--- config.mk ---
export PLATFORM = sky130hd
export DESIGN_NAME = position_mark_stack_top
export DESIGN_NICKNAME = d
export VERILOG_FILES = /design/src/rtl/pmstk_pkg.sv /design/src/rtl/pmstk_ram.sv /design/src/rtl/pmstk_ctrl.sv /design/src/rtl/pmstk_dp.sv /design/src/rtl/position_mark_stack_top.sv
export SDC_FILE = /design/constraint.sdc
export NUM_CORES = 1
export LEC_CHECK = 0
export BUFFER_PORTS_ARGS = -buffer_cell sky130_fd_sc_hd__clkbuf_2
export CAP_MARGIN = 20
export CORE_MARGIN = 2
export CORE_UTILIZATION = 61
export CTS_BUF_LIST = sky130_fd_sc_hd__clkbuf_8
export DETAILED_ROUTE_END_ITERATION = 8
export GPL_TIMING_DRIVEN = 1
export PLACE_DENSITY = 0.78
export REMOVE_ABC_BUFFERS = 1
export SETUP_SLACK_MARGIN = 0.3
export SLEW_MARGIN = 20
export SYNTH_ARGS = -nofsm -noshare
export SYNTH_HDL_FRONTEND = slang
export SYNTH_SLANG_ARGS = --single-unit
--- constraint.sdc ---
create_clock -name clk -period 7.7 [get_ports clk]
set_input_delay 0.385 -clock clk [delete_from_list [all_inputs] [get_ports clk]]
set_output_delay 0.385 -clock clk [all_outputs]
set_load 0.01 [all_outputs]
--- src/rtl/pmstk_pkg.sv ---
// Shared constants, codes and control types for the position mark stack.
package pmstk_pkg;

	// Sizing of the stack and of the stored fields.
	localparam int STACK_DEPTH   = 16;
	localparam int ID_BITS       = 16;
	localparam int POSITION_BITS = 32;

	// Derived widths.
	localparam int IDX_W    = (STACK_DEPTH > 1) ? $clog2(STACK_DEPTH) : 1;
	localparam int CNT_W    = $clog2(STACK_DEPTH + 1);
	localparam int CID_W    = ID_BITS + 1;
	localparam int ENTRY_W  = ID_BITS + POSITION_BITS;
	localparam int CMD_W    = 2;
	localparam int STATUS_W = 2;

	// Request command codes.
	typedef enum logic [CMD_W-1:0] {
		OP_PUSH       = 2'd0,
		OP_RESTORE    = 2'd1,
		OP_POP_UNTIL  = 2'd2,
		OP_DROP_ALL   = 2'd3
	} pmstk_op_t;

	// Result status codes.
	typedef enum logic [STATUS_W-1:0] {
		ST_OK        = 2'd0,
		ST_FULL      = 2'd1,
		ST_NOT_FOUND = 2'd2
	} pmstk_status_t;

	// Commands from the controller to the datapath.
	typedef struct packed {
		logic load_req;   // capture the incoming request
		logic exec;       // first step of the request
		logic rd_en;      // read the mark at the search index
		logic take_hit;   // the mark just read is the one searched for
		logic take_miss;  // search ran out of marks
		logic idx_dec;    // move the search index one mark down
		logic load_out;   // move the result into the output register
	} pmstk_ctl_t;

	// Status from the datapath to the controller.
	typedef struct packed {
		logic need_scan;  // request needs a read of the stack
		logic hit;        // the mark just read matches
		logic idx_zero;   // search index is at the oldest mark
	} pmstk_sts_t;

endpackage

--- src/rtl/pmstk_ram.sv ---
// Generic single write port, single read port RAM with registered read data.
module pmstk_ram #(
	parameter int WIDTH = 8,
	parameter int DEPTH = 16,
	localparam int AW = (DEPTH > 1) ? $clog2(DEPTH) : 1
) (
	input  logic             clk,
	input  logic             wr_en,
	input  logic [AW-1:0]    wr_addr,
	input  logic [WIDTH-1:0] wr_data,
	input  logic             rd_en,
	input  logic [AW-1:0]    rd_addr,
	output logic [WIDTH-1:0] rd_data
);

	logic [WIDTH-1:0] mem_q [DEPTH];
	logic [WIDTH-1:0] rd_data_q;

	// Storage array and registered read port.
	always_ff @(posedge clk) begin
		if (wr_en) begin
			mem_q[wr_addr] <= wr_data;
		end
		if (rd_en) begin
			rd_data_q <= mem_q[rd_addr];
		end
	end

	assign rd_data = rd_data_q;

endmodule

--- src/rtl/pmstk_ctrl.sv ---
// Sequencing controller for the position mark stack.
module pmstk_ctrl
	import pmstk_pkg::*;
(
	input  logic       clk,
	input  logic       arst_n,
	input  logic       in_valid,
	output logic       in_ready,
	output logic       out_valid,
	input  logic       out_ready,
	input  pmstk_sts_t sts,
	output pmstk_ctl_t ctl
);

	typedef enum logic [2:0] {
		S_IDLE,
		S_EXEC,
		S_READ,
		S_CHECK,
		S_DONE
	} state_t;

	state_t state_q;
	logic   out_valid_q;
	logic   out_free;

	// The output register can take a result when empty or being emptied.
	assign out_free = !out_valid_q || out_ready;

	// Command decode from the current state.
	always_comb begin
		ctl           = '0;
		ctl.load_req  = (state_q == S_IDLE) && in_valid;
		ctl.exec      = (state_q == S_EXEC);
		ctl.rd_en     = (state_q == S_READ);
		ctl.take_hit  = (state_q == S_CHECK) && sts.hit;
		ctl.take_miss = (state_q == S_CHECK) && !sts.hit && sts.idx_zero;
		ctl.idx_dec   = (state_q == S_CHECK) && !sts.hit && !sts.idx_zero;
		ctl.load_out  = (state_q == S_DONE) && out_free;
	end

	// State register and output valid.
	always_ff @(posedge clk or negedge arst_n) begin
		if (!arst_n) begin
			state_q     <= S_IDLE;
			out_valid_q <= 1'b0;
		end else begin
			case (state_q)
				S_IDLE: begin
					if (in_valid) begin
						state_q <= S_EXEC;
					end
				end
				S_EXEC: begin
					state_q <= sts.need_scan ? S_READ : S_DONE;
				end
				S_READ: begin
					state_q <= S_CHECK;
				end
				S_CHECK: begin
					if (sts.hit || sts.idx_zero) begin
						state_q <= S_DONE;
					end else begin
						state_q <= S_READ;
					end
				end
				S_DONE: begin
					if (out_free) begin
						state_q <= S_IDLE;
					end
				end
				default: begin
					state_q <= S_IDLE;
				end
			endcase

			if (ctl.load_out) begin
				out_valid_q <= 1'b1;
			end else if (out_ready) begin
				out_valid_q <= 1'b0;
			end
		end
	end

	assign in_ready  = (state_q == S_IDLE);
	assign out_valid = out_valid_q;

endmodule

--- src/rtl/pmstk_dp.sv ---
// Datapath of the position mark stack: request registers, counters, mark RAM and results.
module pmstk_dp
	import pmstk_pkg::*;
(
	input  logic                     clk,
	input  logic                     arst_n,
	input  logic [CMD_W-1:0]         command,
	input  logic [POSITION_BITS-1:0] read_position,
	input  logic [CID_W-1:0]         context_id,
	input  pmstk_ctl_t               ctl,
	output pmstk_sts_t               sts,
	output logic [STATUS_W-1:0]      status,
	output logic [POSITION_BITS-1:0] position,
	output logic [ID_BITS-1:0]       assigned_id,
	output logic [CNT_W-1:0]         mark_count
);

	pmstk_op_t                req_op_q;
	logic [POSITION_BITS-1:0] req_pos_q;
	logic [CID_W-1:0]         req_cid_q;
	logic [CNT_W-1:0]         count_q;
	logic [ID_BITS-1:0]       id_ctr_q;
	logic [IDX_W-1:0]         idx_q;
	pmstk_status_t            res_status_q;
	logic [POSITION_BITS-1:0] res_pos_q;
	logic [ID_BITS-1:0]       res_id_q;
	pmstk_status_t            out_status_q;
	logic [POSITION_BITS-1:0] out_pos_q;
	logic [ID_BITS-1:0]       out_id_q;
	logic [CNT_W-1:0]         out_count_q;

	logic               full;
	logic               newest;
	logic               negative;
	logic               ram_wr_en;
	logic [ENTRY_W-1:0] ram_rd_data;
	logic [ID_BITS-1:0] rd_id;
	logic [POSITION_BITS-1:0] rd_pos;

	// Request decode.
	assign full     = (count_q == CNT_W'(STACK_DEPTH));
	assign newest   = (req_cid_q == {CID_W{1'b1}});
	assign negative = req_cid_q[CID_W-1];
	assign ram_wr_en = ctl.exec && (req_op_q == OP_PUSH) && !full;

	// Each entry holds the id above the position.
	assign rd_id  = ram_rd_data[ENTRY_W-1 -: ID_BITS];
	assign rd_pos = ram_rd_data[POSITION_BITS-1:0];

	pmstk_ram #(
		.WIDTH(ENTRY_W),
		.DEPTH(STACK_DEPTH)
	) u_mark_ram (
		.clk     (clk),
		.wr_en   (ram_wr_en),
		.wr_addr (count_q[IDX_W-1:0]),
		.wr_data ({id_ctr_q, req_pos_q}),
		.rd_en   (ctl.rd_en),
		.rd_addr (idx_q),
		.rd_data (ram_rd_data)
	);

	// Status back to the controller.
	always_comb begin
		sts.need_scan = (count_q != '0) && (newest || !negative)
			&& ((req_op_q == OP_RESTORE) || (req_op_q == OP_POP_UNTIL));
		sts.hit       = newest || (rd_id == req_cid_q[ID_BITS-1:0]);
		sts.idx_zero  = (idx_q == '0);
	end

	// Stack fill count and id counter.
	always_ff @(posedge clk or negedge arst_n) begin
		if (!arst_n) begin
			count_q  <= '0;
			id_ctr_q <= '0;
		end else begin
			if (ctl.exec) begin
				case (req_op_q)
					OP_PUSH: begin
						if (!full) begin
							count_q  <= count_q + CNT_W'(1);
							id_ctr_q <= id_ctr_q + ID_BITS'(1);
						end
					end
					OP_DROP_ALL: begin
						count_q  <= '0;
						id_ctr_q <= '0;
					end
					default: begin
						// A pop-until that cannot search empties the stack.
						if (!sts.need_scan && (req_op_q == OP_POP_UNTIL)) begin
							count_q <= '0;
						end
					end
				endcase
			end else if (ctl.take_hit && (req_op_q == OP_POP_UNTIL)) begin
				count_q <= CNT_W'(idx_q) + CNT_W'(1);
			end else if (ctl.take_miss && (req_op_q == OP_POP_UNTIL)) begin
				count_q <= '0;
			end
		end
	end

	// Request capture, search index and result staging.
	always_ff @(posedge clk) begin
		if (ctl.load_req) begin
			req_op_q  <= pmstk_op_t'(command);
			req_pos_q <= read_position;
			req_cid_q <= context_id;
		end

		if (ctl.exec) begin
			res_status_q <= ST_OK;
			res_pos_q    <= '0;
			res_id_q     <= '0;
			idx_q        <= IDX_W'(count_q - CNT_W'(1));
			case (req_op_q)
				OP_PUSH: begin
					if (full) begin
						res_status_q <= ST_FULL;
					end else begin
						res_id_q <= id_ctr_q;
					end
				end
				OP_RESTORE, OP_POP_UNTIL: begin
					if (!sts.need_scan) begin
						res_status_q <= ST_NOT_FOUND;
					end
				end
				default: begin
				end
			endcase
		end else if (ctl.take_hit) begin
			if (req_op_q == OP_RESTORE) begin
				res_pos_q <= rd_pos;
			end
		end else if (ctl.take_miss) begin
			res_status_q <= ST_NOT_FOUND;
		end else if (ctl.idx_dec) begin
			idx_q <= idx_q - IDX_W'(1);
		end

		if (ctl.load_out) begin
			out_status_q <= res_status_q;
			out_pos_q    <= res_pos_q;
			out_id_q     <= res_id_q;
			out_count_q  <= count_q;
		end
	end

	assign status      = out_status_q;
	assign position    = out_pos_q;
	assign assigned_id = out_id_q;
	assign mark_count  = out_count_q;

endmodule

--- src/rtl/position_mark_stack_top.sv ---
// Top level of the position mark stack: controller, datapath and checks.
//
//   Channel   Direction  Handshake            Payload
//   request   in         in_valid / in_ready  command, read_position, context_id
//   result    out        out_valid/out_ready  status, position, assigned_id, mark_count
//
// Push and drop-all pass from acceptance through the execute state to the
// done state, which loads the output register; the next request is taken once
// the controller is back in idle. Restore and pop-until walk the mark RAM from
// the newest mark down, one read and one compare per mark, visiting at most
// the number of marks held, and none on an empty stack or a negative id other
// than -1. Reset is asynchronous and clears the mark count and the id counter;
// no clearing pass runs. While a result waits on out_ready, one more request
// can be accepted and worked on; it then waits until the output register frees.
module position_mark_stack_top
	import pmstk_pkg::*;
(
	input  logic                     clk,
	input  logic                     arst_n,
	input  logic                     in_valid,
	output logic                     in_ready,
	input  logic [CMD_W-1:0]         command,
	input  logic [POSITION_BITS-1:0] read_position,
	input  logic [CID_W-1:0]         context_id,
	output logic                     out_valid,
	input  logic                     out_ready,
	output logic [STATUS_W-1:0]      status,
	output logic [POSITION_BITS-1:0] position,
	output logic [ID_BITS-1:0]       assigned_id,
	output logic [CNT_W-1:0]         mark_count
);

	pmstk_ctl_t ctl;
	pmstk_sts_t sts;

	pmstk_ctrl u_ctrl (
		.clk       (clk),
		.arst_n    (arst_n),
		.in_valid  (in_valid),
		.in_ready  (in_ready),
		.out_valid (out_valid),
		.out_ready (out_ready),
		.sts       (sts),
		.ctl       (ctl)
	);

	pmstk_dp u_dp (
		.clk           (clk),
		.arst_n        (arst_n),
		.command       (command),
		.read_position (read_position),
		.context_id    (context_id),
		.ctl           (ctl),
		.sts           (sts),
		.status        (status),
		.position      (position),
		.assigned_id   (assigned_id),
		.mark_count    (mark_count)
	);

	// The stack never reports more marks than it can hold.
	a_count_bound: assert property (@(posedge clk) disable iff (!arst_n)
		out_valid |-> (mark_count <= CNT_W'(STACK_DEPTH)))
		else $error("mark count above stack depth");

	// A refused push gives no id and no position.
	a_full_clean: assert property (@(posedge clk) disable iff (!arst_n)
		(out_valid && (status == ST_FULL)) |-> ((assigned_id == '0) && (position == '0)))
		else $error("full status with nonzero payload");

	// A failed search gives position zero.
	a_miss_pos: assert property (@(posedge clk) disable iff (!arst_n)
		(out_valid && (status == ST_NOT_FOUND)) |-> (position == '0))
		else $error("not-found status with nonzero position");

	// An accepted request keeps the input closed while it is worked on.
	a_one_at_a_time: assert property (@(posedge clk) disable iff (!arst_n)
		(in_valid && in_ready) |=> !in_ready)
		else $error("request accepted while another is in progress");

endmodule

==> flow_summary.json, run 1 <==
{
  "crit_slowest_cell": "nor2_4",
  "startpoint": "u_dp.count_q[0]",
  "synth_edf_count": 944,
  "p_int_w": 0.00976,
  "ys_types": 50,
  "portBuffers": 111,
  "met1_length_um": 29600,
  "clkTransAtPathRegs_ns": 0.06,
  "place_ws_ns": 3.82,
  "rsz0062_at_grt": "no",
  "path_cells": "inv_1 -> ha_1 -> nor4bb_1 -> buf_4 -> nor2b_1 -> buf_4 -> nand3_1 -> nor2_4 -> buf_4",
  "num-nets-final": 1951,
  "syn_area_um2": 37200,
  "slew_violations": 0,
  "cts_buffers": 155,
  "drv_cap": 0,
  "utilization": 0.702,
  "end_kind": "register",
  "worst_r2r_path_depth": 9,
  "timing.final.crit_share": 0.505,
  "yosys_warnings": 0,
  "coreArea_um2": 60400,
  "num_vias": 17344,
  "route.met3.wl_um": 7140,
  "powerDensity_nw_per_um2": 310,
  "crit_path_end": "u_dp.u_mark_ram.mem_q[7][41]",
  "ys_ff_latch": 1001,
  "synth_top_area_cell": "edfxtp_1",
  "fmax_mhz": 257,
  "path_class": "register to register",
  "grt_pass1_vias": 17893,
  "cp_top_family": "simple AND/OR/NAND/NOR gates",
  "wl_per_cell_um": 26.6,
  "die_width_um": 251,
  "clockBufferDepth": 3,
  "root_buffer": "clkbuf_8",
  "ys_top_cells_by_area": "edfxtp_1 76%, mux4_2 15%, dfxtp_1 1.7%",
  "yosysSeqAreaShare": 0.795,
  "p_total_w": 0.0131,
  "start_util": 0.617,
  "netlist_top_cells_count": "944 x edfxtp_1, 240 x mux4_2, 64 x nor2_1",
  "switching_share": 0.258,
  "globalRouteTotalUtil": 0.245,
  "place_hpwl_um": 37900,
  "drtPass1Iterations": 8,
  "via_per_inst": 6.22,
  "yosysMostFrequentCell": "edfxtp_1",
  "p_seq_frac": 0.512,
  "overflow": 0,
  "r2r_start": "u_dp.count_q[0]",
  "async_flop_share": 0.0250,
  "die_h_um": 251,
  "p_comb_frac": 0.175,
  "drive_gt1_frac": 0.301,
  "drt_wl_total_um": 74200,
  "cts-resized-gates": 0,
  "period_minus_slack_ns": 3.89,
  "drt_iter0_markers": 2021,
  "rows": 90,
  "synth_area_per_cell_um2": 23.2,
  "slowest_delay_ns": 0.92,
  "grt_pass1_wl_um": 111000,
  "clkPwrFrac": 0.313,
  "die_area_um2": 63000,
  "area_delta_synth_final_pct": 13.7,
  "status": "finished, final reports clean",
  "antennaDiodeCount": 0,
  "path_max_fanout": 26,
  "critPathLaunchType": "register",
  "hold_viol": 0,
  "tightest_slew_ns": 1.06,
  "clock-sinks": 1001,
  "maxSlewHeadroom": 0.294,
  "drtAntennaViolNets": 0,
  "r2r_end": "u_dp.u_mark_ram.mem_q[7][41]",
  "leakagePower_nw": 14.0,
  "drc": 0,
  "fin_ws_ns": 3.81,
  "cp_common_cell": "buf_4",
  "fin_skew_ns": 0.0303,
  "r2r_setup_slack_ns": 3.81,
  "syn_inst": 1603,
  "route.met2.wl_um": 36200,
  "htreeDepth": 4,
  "top_layer_used": "met4",
  "hp-class": "primary input to async pin",
  "crit_buf_inv": 4,
  "power_switching_w": 0.00339,
  "setup_tns_ns": 0,
  "cts_tree": "built",
  "grt_max_degree": 187,
  "peakVddDrop_v": 0.000284,
  "synth-main-ff-cell": "edfxtp_1",
  "clk_latency_ns": 0.80,
  "required_ns": 8.12,
  "cp_num_cells": 9,
  "setup_viol": 0,
  "io_pins": 112,
  "crit_arrival_ns": 4.31,
  "gp_congestion": 0.790,
  "holdWs_ns": 0.199,
  "synth_top_area_frac": 0.761,
  "antenna_found_initial": 0
}
==> layout by cell type, fill, tap and decap left out, types with 3 or more instances in the layout <==
cell,n
a21oi_1,7
a22o_1,3
and2_1,17
and3_1,6
buf_4,29
bufinv_16,3
clkbuf_2,111
clkbuf_8,176
clkinv_1,25
clkinv_2,9
clkinvlp_4,3
dfrtp_1,25
dfxtp_1,32
dlygate4sd3_1,54
edfxtp_1,944
ha_1,12
inv_1,74
mux2i_1,38
mux4_2,240
nand2_1,21
nand3_1,11
nand4_1,8
nor2_1,51
nor2_4,13
nor3_1,4
nor3_2,3
nor3b_1,3
nor4_1,5
o21ai_0,7
xnor2_1,6
xor2_1,27
==> cells by family after synthesis <==
logic type | after synthesis | synth area share
flip-flops | 1001 | 0.795
multiplexers | 280 | 0.156
AND/OR/NAND/NOR | 156 | 0.0204
buffers and inverters | 87 | 0.00984
AO/OA/AOI/OAI | 34 | 0.00689
XOR/XNOR | 33 | 0.00776
adder cells (fa/ha/maj) | 12 | 0.00403
==> power by group through the flow <==
stage / clock network (W) / logic, W / registers [W]
floorplan: 0 / 0.00168 / 0.00710
global placement: 0 / 0.00227 / 0.00681
detailed placement: 0 / 0.00231 / 0.00684
CTS: 0.00421 / 0.00234 / 0.00673
global route: 0.00443 / 0.00246 / 0.00677
finish: 0.00412 / 0.00230 / 0.00673
==> stage by stage <==
stage                     cell area (µm²)  cells
after floorplan                     36900   1530
after global placement              38900   2454
after detailed placement            38900   2454
after CTS                           42300   2788
after global routing                42400   2789
final                               42400   2789
==> flip-flops by register name, summed over array words and instances (netlist names) <==
register	cells
u_dp.status	2
u_dp.req_pos_q	32
u_dp.count_q	5
u_dp.res_id_q	16
u_ctrl.state_q	3
u_dp.res_pos_q	32
u_dp.u_mark_ram.mem_q	768
u_dp.mark_count	5
u_dp.assigned_id	16
u_dp.req_cid_q	17
u_dp.position	32
u_dp.res_status_q	2
u_ctrl.out_valid	1
u_dp.u_mark_ram.rd_data	48
u_dp.id_ctr_q	16
u_dp.req_op_q	2
u_dp.idx_q	4
==> how the worst min path moves through the flow <==
stage,depth (start not counted),start,to
finish,2,arst_n,u_ctrl.out_valid
global route,2,arst_n,u_ctrl.out_valid
CTS,2,arst_n,u_dp.id_ctr_q[0]
detailed placement,0,u_dp.res_id_q[0],u_dp.assigned_id[0]
global placement,0,u_dp.res_status_q[1],u_dp.status[1]
floorplan,0,arst_n,u_ctrl.out_valid
==> worst register-to-register path, delay by kind of cell (launching register included) <==
family / cells / cell delay, ns
flops: 1 / 0.43
simple gates: 4 / 1.66
buf+inv: 4 / 1.17
fa+ha+maj: 1 / 0.24
==> cell type report <==
type	instances	area, µm²
tap	782	978
clock buffer	176	2420
sequential	1001	29600
multi-input combinational	515	7410
timing repair buffer	197	1380
clock inverter	104	509
inverter	14	52.6
fill	3415	18000
==> timing repair <==
| action | CTS | global route |
|---|---|---|
| setup buffers | 0 | 0 |
| hold buffers | 54 | 0 |
| endpoints found under the hold margin | 78 | 0 |
==> metal layers <==
layer  global-route usage  up-vias
li1                     -     7278
met1                0.358     9036
met2                0.380      928
met3               0.0569      102
met4               0.0741        0
met5                    0        -
(Power assumes the default switching activity.)
==> run 2: changes to the inputs <==
clock period = 3.74 ns   (was 7.7 ns; I/O delays follow)
==> run 2 against run 1 <==
  * Clock skew is 0.00071 ns higher
  * Largest power group unchanged
  * Sequential cell count stayed put
  * Combinational power is 110% higher
  * Worst hold slack worse by 0.10 ns
  * Critical endpoint is now u_dp.u_mark_ram.mem_q[14][30]
==> flow_summary.json, run 2 (synthesis results as in run 1) <==
{
  "status": "finished, final reports clean",
  "fmax_mhz": 334,
  "portBuffers": 111,
  "required_ns": 4.23,
  "area_delta_synth_final_pct": 15.0,
  "multi_input_area_um2": 7410,
  "place_inst": 2478,
  "utilization": 0.709,
  "antenna_found_initial": 0,
  "drv_cap": 0,
  "period_minus_slack_ns": 3.00,
  "setup_viol": 0,
  "via_per_inst": 6.29,
  "powerDensity_nw_per_um2": 637,
  "leakagePower_nw": 14.1,
  "clkTransAtPathRegs_ns": 0.06,
  "timing.final.crit_share": 0.801,
  "place_hpwl_um": 40300,
  "wl_per_cell_um": 27.8,
  "drt_wl_total_um": 78200,
  "min_from": "read_position[14]",
  "coreArea_um2": 60400,
  "peakVddDrop_v": 0.000442,
  "cts_buffers": 153,
  "holdPathStages": 2,
  "root_buffer": "clkbuf_8",
  "r2r_end": "u_dp.u_mark_ram.mem_q[14][30]",
  "drc": 0,
  "path_max_fanout": 20,
  "start_util": 0.617,
  "end_kind": "register",
  "hold_end": "u_dp.req_pos_q[14]",
  "path_class": "register to register",
  "die_h_um": 251,
  "die_area_um2": 63000,
  "r2r_setup_slack_ns": 0.74,
  "regArea_um2": 29600,
  "clock-sinks": 1001,
  "r2r_start": "u_dp.count_q[0]",
  "gp_congestion": 0.804,
  "num-nets-final": 1974,
  "use_met3": 0.0499,
  "crit_arrival_ns": 3.48,
  "fin_skew_ns": 0.0310,
  "grt_pass1_vias": 18213,
  "io_pins": 112,
  "hold_viol": 0,
  "clk_latency_ns": 0.81,
  "overflow": 0,
  "final_common_cell": "edfxtp_1",
  "grt_pass1_wl_um": 116000,
  "die_width_um": 251,
  "htreeDepth": 4,
  "use_met1": 0.378,
  "final_cell_mix": "944 x edfxtp_1, 240 x mux4_2, 174 x clkbuf_8",
  "maxSlewHeadroom": 0.312,
  "cts_tree": "built",
  "rsz0062_at_grt": "no",
  "rows": 90,
  "clockBufferDepth": 3,
  "use_met2": 0.400,
  "critPathLaunchType": "register",
  "drive_gt1_frac": 0.313,
  "grt-busiest-layer": "met2",
  "n_fill_cell": 3415,
  "final_area_um2": 42800,
  "slew_violations": 0,
  "num_vias": 17706,
  "drt_iter0_markers": 2081,
  "place_area_um2": 39300,
  "tightest_slew_ns": 1.03,
  "holdWs_ns": 0.0965,
  "hp-class": "primary input to register",
  "stdcell_count": 2814,
  "drtPass1Iterations": 7,
  "regMostFlops": "u_dp.u_mark_ram.mem_q",
  "drtAntennaViolNets": 0,
  "antennaDiodeCount": 0,
  "worst_r2r_path_depth": 7,
  "grt_max_degree": 77,
  "globalRouteTotalUtil": 0.257,
  "largest_register_ffs": 768
}
run 2: cell types whose count changed in the layout (fill, tap and decap cells not counted), moves of 2 or more:
cell        delta
inv_1          -5
clkinvlp_4     +2
clkbuf_8       -2
inv_6          +4
buf_4          +7
buf_12        +18
clkinv_1       -3
run 2: where the power goes:
part           internal, W  switching (W)
logic              0.00238        0.00242
registers           0.0133       0.000561
clock network      0.00456        0.00409
run 2: what timing repair did:
item,in CTS,in global routing
hold buffers,56,0
hold endpoints to repair,95,0
buffers inserted,0,0
gates resized for setup,0,0
run 2: how the worst max path moves through the flow:
stage,cells past startpoint,startpoint,endpoint
finish,7,u_dp.count_q[0],u_dp.u_mark_ram.mem_q[14][30]
global route,7,u_dp.count_q[0],u_dp.u_mark_ram.mem_q[14][30]
CTS,7,u_dp.count_q[0],u_dp.u_mark_ram.mem_q[14][26]
detailed placement,7,u_dp.count_q[0],u_dp.u_mark_ram.mem_q[6][9]
global placement,3,u_dp.idx_q[0],u_dp.u_mark_ram.rd_data[2]
floorplan,6,u_dp.idx_q[0],u_dp.count_q[1]
run 2: area by class of cell:
type	count	share of cell area
Clock buffer	174	0.0559
Clock inverter	106	0.0138
Inverter	14	0.00123
Multi-Input combinational cell	515	0.173
Sequential cell	1001	0.692
Tap cell	782	0.0229
Timing Repair Buffer	222	0.0415
run 2: worst max-delay path, cell delays in order, from the launching register on:
cell and delay (ns):
dfrtp_1 0.45, inv_1 0.14, ha_1 0.26, nor4bb_1 0.17
nor2b_1 0.41, nand3_1 0.41, nor2_4 0.57, buf_12 0.27
run 2: per-stage QoR:
stage	power, W	worst slack, ns	TNS, ns
floorplan	0.0178	-5.61	-1420.27
global placement	0.0187	0.892	0
detailed placement	0.0189	0.776	0
CTS	0.0275	0.794	0
global route	0.0283	0.589	0
finish	0.0273	0.743	0
run 2: metal layers:
| layer | part of all wire | up-vias |
|---|---|---|
| met1 | 0.40 | 9287 |
| met4 | 0.019 | 0 |
| met5 | 0 | - |
| li1 | - | 7326 |
| met3 | 0.091 | 109 |
| met2 | 0.49 | 984 |
